<file path="config.mk">
export PLATFORM = sky130hd
export DESIGN_NAME = hva_divider
export DESIGN_NICKNAME = d
export VERILOG_FILES = /design/src/rtl/core/hva_pkg.sv /design/src/rtl/core/hva_divider.sv
export SDC_FILE = /design/constraint.sdc
export NUM_CORES = 1
export LEC_CHECK = 0
export BUFFER_PORTS_ARGS = -buffer_cell sky130_fd_sc_hd__clkbuf_2
export CAP_MARGIN = 20
export CORE_ASPECT_RATIO = 0.7
export CORE_UTILIZATION = 60
export CTS_CLUSTER_DIAMETER = 120
export DETAILED_ROUTE_END_ITERATION = 10
export PLACE_DENSITY = 0.8
export RECOVER_POWER = 100
export SLEW_MARGIN = 20
export SYNTH_ARGS = -nofsm -noshare
export SYNTH_HDL_FRONTEND = slang
export SYNTH_SLANG_ARGS = --single-unit
</file>
<file path="constraint.sdc">
create_clock -name clk -period 7.69 [get_ports clk]
set_input_delay 1.538 -clock clk [delete_from_list [all_inputs] [get_ports clk]]
set_output_delay 1.538 -clock clk [all_outputs]
set_load 0.005 [all_outputs]
</file>
<file path="src/rtl/core/hva_pkg.sv">
`timescale 1ns / 1ps
// ----------------------------------------------------------------------------
// hva_pkg
// Shared types and constants of the Hough vote accumulator.
// ----------------------------------------------------------------------------
package hva_pkg;

  // transaction commands
  typedef enum logic [1:0] {
    CMD_VOTE  = 2'd0,
    CMD_READ  = 2'd1,
    CMD_CLEAR = 2'd2,
    CMD_TRIG  = 2'd3
  } cmd_t;

  // configuration register indexes
  localparam logic [2:0] CFG_R_MIN       = 3'd0;
  localparam logic [2:0] CFG_R_MAX       = 3'd1;
  localparam logic [2:0] CFG_R_BIN_RECIP = 3'd2;
  localparam logic [2:0] CFG_CONFORMAL   = 3'd3;
  localparam logic [2:0] CFG_THETA_BINS  = 3'd4;
  localparam logic [2:0] CFG_R_BINS      = 3'd5;

  localparam logic [15:0] COUNT_MAX = 16'hFFFF;
  localparam logic [30:0] MAG_SAT   = 31'h7FFF_FFFF;

  // quotient bits produced by the inversion divider (mag << 36 is 68 bits)
  localparam int DIV_STEPS = 68;

  // sequencer states
  typedef enum logic [4:0] {
    ST_CLEAR,
    ST_IDLE,
    ST_SQA,
    ST_SQB,
    ST_DEN,
    ST_DIVU_GO,
    ST_DIVU,
    ST_DIVV_GO,
    ST_DIVV,
    ST_TRIG,
    ST_MC,
    ST_MS,
    ST_SUM,
    ST_RANGE,
    ST_BIN,
    ST_CELL,
    ST_RDCMD,
    ST_RDDAT,
    ST_DONE
  } state_t;

endpackage

</file>
<file path="src/rtl/core/hva_divider.sv">
`timescale 1ns / 1ps
// ----------------------------------------------------------------------------
// hva_divider
// Restoring divider, one quotient bit per cycle: (mag << 36) / den,
// saturated to 31 bits of magnitude.
// ----------------------------------------------------------------------------
module hva_divider
  import hva_pkg::*;
(
  input  logic        clk,
  input  logic        rst,
  input  logic        start,
  input  logic [31:0] mag,
  input  logic [63:0] den,
  output logic        done,
  output logic [30:0] quot
);

  localparam int STEP_W = $clog2(DIV_STEPS);

  logic              busy;
  logic [STEP_W-1:0] step;
  logic [67:0]       dvd;
  logic [63:0]       rem;
  logic [31:0]       q;
  logic              sat;
  logic [64:0]       rem_sh;
  logic              ge;

  // trial subtract
  assign rem_sh = {rem, dvd[67]};
  assign ge     = rem_sh >= {1'b0, den};

  // control
  always_ff @(posedge clk) begin
    if (rst) begin
      busy <= 1'b0;
      done <= 1'b0;
      step <= '0;
    end else begin
      done <= 1'b0;
      if (start) begin
        busy <= 1'b1;
        step <= '0;
      end else if (busy) begin
        step <= STEP_W'(step + 1'b1);
        if (step == STEP_W'(DIV_STEPS - 1)) begin
          busy <= 1'b0;
          done <= 1'b1;
        end
      end
    end
  end

  // datapath
  always_ff @(posedge clk) begin
    if (start) begin
      dvd <= {mag, 36'd0};
      rem <= '0;
      q   <= '0;
      sat <= 1'b0;
    end else if (busy) begin
      rem <= ge ? 64'(rem_sh - {1'b0, den}) : rem_sh[63:0];
      dvd <= {dvd[66:0], 1'b0};
      q   <= {q[30:0], ge};
      sat <= sat | q[31];
    end
  end

  // any bit reaching bit 31 means the quotient saturates
  assign quot = (sat | q[31]) ? MAG_SAT : q[30:0];

endmodule

</file>
Word-level counts from Yosys, hierarchy flattened
Cells that the tools add are included.
- logic and storage cells: 24
- bits in read-only memories: 0
- bits in writable memories: 0
- latch bits: 0
- output and inout bits: 32
- flip-flop bits (word level): 138
- memories kept: 0
- bits of input ports: 99
- $lt $le $gt $ge: 1
- divide/modulo/power cells: 0
- reductions and logical operators: 3
- eq/ne operators: 1
- $mul: 0
- mux-type cells: 8
- shifts and indexed selects: 0
- bitwise gates (word level): 2
- add/subtract/negate cells: 2
- operator list (kind ; number):
    68-bit 2-to-1 mux ; 2
    65-bit by 64-bit greater-or-equal comparator with 1-bit output ; 1
    64-bit 2-to-1 mux ; 1
    64-bit subtractor ; 1
    31-bit 2-to-1 mux ; 1
    7-bit by 1-bit adder with 7-bit output (second input constant) ; 1
    7-bit == test (second input constant) ; 1
    1-bit 2-to-1 mux ; 4
    3-bit OR reduction ; 1
    2-bit nonzero test ; 1
    2-bit OR reduction ; 1
    1-bit NOT ; 1
    1-bit OR ; 1

Longest topological paths before layout
- depth in word-level cells: 4
- depth in mapped cells: 15
- mapped depth without buffers: 13

Least setup slack after synthesis
No wires, ideal clock.
- path kind: input to register
- start point: in den[0]
- end point: reg rem[58]
- data required time: 7.604 ns
- stages on the path: 11
- path slack: 3.596 ns
- path buffers: 0
- arrival: 4.008 ns
- setup time: 0.086 ns
- path through: ha_1 -> fa_1 -> nor2b_1 -> o31a_1 -> or2_1 -> a211o_1 -> a211oi_4 -> o41ai_2 -> a311oi_1 -> a41o_2 -> a221oi_2
- word-level cells in the longest chain between the ends: 2
- elaborated cells between the ends (all ways): 3
- those cells by class: add/sub: 1; order compare: 1; mux: 1
- RTL lines (what ; line ; text):
    from (decl) ; hva_divider.sv:14 ; input logic [63:0] den,
    64-bit subtractor / 65-bit by 64-bit greater-or-equal comparator with 1-bit output (equally long branches) ; hva_divider.sv:63, hva_divider.sv:32 ;
    64-bit 2-to-1 mux * ; hva_divider.sv:63 ; rem <= ge ? 64'(rem_sh - {1'b0, den}) : rem_sh[63:0];
    to (signal assigned) ; hva_divider.sv:63 ;
    to (decl) ; hva_divider.sv:24 ; logic [63:0] rem;
Every way passes the cells marked *; elsewhere a longest branch is shown, timed or not.
A chain may end at the register's enable or synchronous reset.

Worst setup path in the final report
- start point: in start
- end point: reg dvd[64], data pin
- word-level cells in the longest chain between the ends: 1
- RTL lines (what ; line ; text):
    from (decl) ; hva_divider.sv:12 ; input logic start,
    68-bit 2-to-1 mux ; hva_divider.sv:57 ; if (start) begin
    to (signal assigned) ; hva_divider.sv:58 ; dvd <= {mag, 36'd0};
    to (signal assigned) ; hva_divider.sv:64 ; dvd <= {dvd[66:0], 1'b0};
    to (decl) ; hva_divider.sv:23 ; logic [67:0] dvd;
No other way between the ends.

==> metrics.md <==
| Metric | Value |
|---|---|
| Die Span Y | `111 microns` |
| Mapped Nets | `about 1400` |
| Worst hold margin | `0.489 ns` |
| Worst-margin pin slew | `3.35 ns` |
| Die Wd | `158 microns` |
| PortBufs | `130` |
| Finished Layout Cells | `between 1500 and 2000` |
| Gr ovfl total | `0` |
| Top cell type by total area after synthesis | `dfxtp_1` |
| Placed Area | `0.0109 sq mm` |
| Hold Path Depth | `2` |
| I/O Pins | `131` |
| Core area | `0.0164 sq mm` |
| Cts repair resizes | `0` |
| Pin count of the biggest net entering global routing | `78` |
| Worst-case reg-to-reg path depth | `12` |
| Fin. Hold Viols | `0` |
| MaxCap Viol Count | `4` |
| Total CTS buffers | `17` |
| Total track usage | `a little under a third` |
| Leak | `5.11 nW` |
| Synth Warn # | `0` |
| # DRC | `0` |
| Clk_skew | `0.00973 ns` |
| Initial Util | `between 60% and 70%` |
| Number of inserted diodes | `0` |
| Netlist Area Pre-Place | `0.0102 sq mm` |
| CP top delay family | `buffers and inverters` |
| Routed Antenna Nets | `0` |
| Fmax | `about 160 MHz` |
| Final setup fails | `0` |
| Vias | `a little under 10000` |
| Startpoint types | `primary input` |
| Vias per cell | `between 6 and 7` |
| Drt pass-1 iters | `7` |
| Hold Path End | `rem[1]` |
| Synth top area cells | `dfxtp_1, edfxtp_1, ha_1, a21oi_1, nor2_1` |
| Worst EP arrival | `6.24 ns` |
| Layout Nets | `~1500` |
| Top-count cell post-synth | `nor2_1` |
| Area growth from synthesis to layout | `11.8%` |
| Dpl ws | `around 2.4 ns` |
| Synth cell count leaders | `nor2_1, a21oi_1, dfxtp_1` |
| Routed WL | `26300 microns` |
| RSZ-0062 raised after global routing | `false` |
| Clock Root Buffer | `clkbuf_16` |
| Row count | `39` |
| Critical path endpoint category | `register` |
| Fin crit period | `6.06 ns` |
| Clk_lat worst skew | `around 0.44 ns` |
| Dpl cells | `approximately 1600` |
| Synth Flop Type | `dfxtp_1` |
| Final Worst Setup Slack | `1.63 ns` |
| Most used cell along the critical path | `clkbuf_1` |
| Final period util | `around 79%` |
| Final Util | `69.4%` |
| Routed wire per std cell | `~17 microns` |
| CP max-delay cell | `clkbuf_1` |
| CTS sink cnt | `roughly 140` |
| Hold-fix buffers, CTS | `0` |
| Synthesis-stage register bit count | `138` |
| R2r setup slk | `around 2.5 ns` |
| Critical path buffers and inverters | `2` |
| Post-synthesis cell type count | `between 70 and 80` |
| Cells after Synth | `between 1000 and 1500` |
| Number of DRC markers in iteration 0 | `855` |
| Vias in the first global route | `8691` |
| Hold path startpoint | `rem[1]` |
| Detailed placement HPWL | `18800 microns` |
| Crit path largest cell delay | `between 2 and 2.5 ns` |
| Post-synth EDFFs | `32` |
| Slew headroom | `-123%` |
| Clock H-tree levels | `4` |
| Post-Synthesis Mean Instance Area | `around 8 sq um` |
| Initial antenna violation count | `0` |
| Worst hold path class | `reg2reg` |
| Share of cells above drive strength 1 | `14.6%` |
| First-pass GRT wire length | `~43000 microns` |
| Outcome | `finished with violations` |
| Asr flop ratio synth | `0%` |
| Setup CP Type | `in2reg` |
| PwrDens | `200 mW/mm^2` |
| CP Data Required Time | `7.87 ns` |
| Top cell type's share of synthesized area | `approximately a fifth` |
| Clk slew on worst S/H paths | `~0.07 ns` |
| RePlAce Congestion | `0.932` |
| TritonCTS clock tree | `built` |
| Reg2Reg Capture Point | `rem[49]` |
| Final instance area | `0.0114 sq mm` |
| Setup repair bufs after CTS | `0` |
| Peak supply drop | `0.139 mV` |
| Setup TNS | `0 ns` |
| Die Area | `~0.018 sq mm` |
| Failing checks | `max-capacitance violations, max-slew violations` |
| Worst r2r src | `rem[6]` |
| Clock Tree Buf Depth | `2` |
| Fin. max-slew vios | `between 200 and 250` |
| Total chip power | `approximately 2.3 mW` |
| Crit path cell chain | `clkbuf_1, clkbuf_1, mux2_2` |
| Worst-path maximum fanout | `67` |
| Seq/Total Area, Yosys | `30.2%` |
-- tightest hold or removal path, cell delays in order, from the launching register on --
cell     delay, ns
dfxtp_1       0.33
nand2_1       0.07
a21oi_1       0.05
-- worst max path at each step --
stage	slack (ns)	cells past startpoint	to	start
after floorplan	3.60	11	rem[58]	den[0]
after detailed placement	2.42	14	rem[49]	den[7]
after CTS	2.87	14	rem[49]	den[7]
after global placement	2.54	14	rem[9]	den[6]
after global routing	1.27	14	rem[49]	den[7]
final	1.63	3	dvd[64]	start
-- metal layers --
layer  GRT usage (%)  up-vias  routed length, microns
met5               0        -                       0
met4            9.26        0                     391
met3            5.59       39                    2180
met2            44.5      420                   11200
met1            45.2     4500                   12600
li1                -     4770                       -
-- flip-flops by register name, indices dropped and copies added, names as in the netlist --
register  flops
busy          1
done          1
dvd          32
q            32
rem          64
sat           1
step          7
-- area by class of cell --
type                       count  area (sq um)
tap                          225           282
fill                        1399          5040
clock buffer                  17           425
inverter                      90           338
clock inverter                15           175
multi-input combinational    971          6430
sequential                   138          3090
timing repair buffer         136           669
-- cells in the final DEF (no fill, tap or decap), types with 9 or more instances in the layout --
master / n
a211oi_1: 45
a21o_1: 22
a21oi_1: 121
a311oi_1: 11
a31oi_1: 11
clkbuf_1: 14
clkbuf_16: 17
clkbuf_2: 118
dfxtp_1: 105
edfxtp_1: 32
ha_1: 65
inv_1: 90
mux2_2: 31
mux2i_1: 40
nand2_1: 93
nand3_1: 17
nand4_1: 31
nor2_1: 157
nor2b_1: 12
nor3_1: 16
o211a_1: 10
o211ai_1: 16
o21ai_0: 55
o21ai_1: 9
o21bai_1: 17
or3_1: 38
xnor2_1: 29
xor2_1: 21
-- report_power, final --
group	leakage (nW)	switching, mW	internal [mW]
clock	0.289	0.383	0.465
sequential	1.19	0.0387	0.794
combinational	3.63	0.361	0.237
-- kinds of logic after synthesis --
| family | Yosys count | synth area share (%) |
|---|---|---|
| xor gates and xnor gates | 50 | 4.29 |
| adders and majority gates | 66 | 8.17 |
| DFF | 138 | 30.2 |
| and+or+nand+nor | 409 | 18.8 |
| buffers and inverters | 169 | 6.58 |
| muxes | 73 | 7.57 |
| AOI/OAI and AO/OA | 373 | 24.3 |
(Power assumes the default switching activity.)
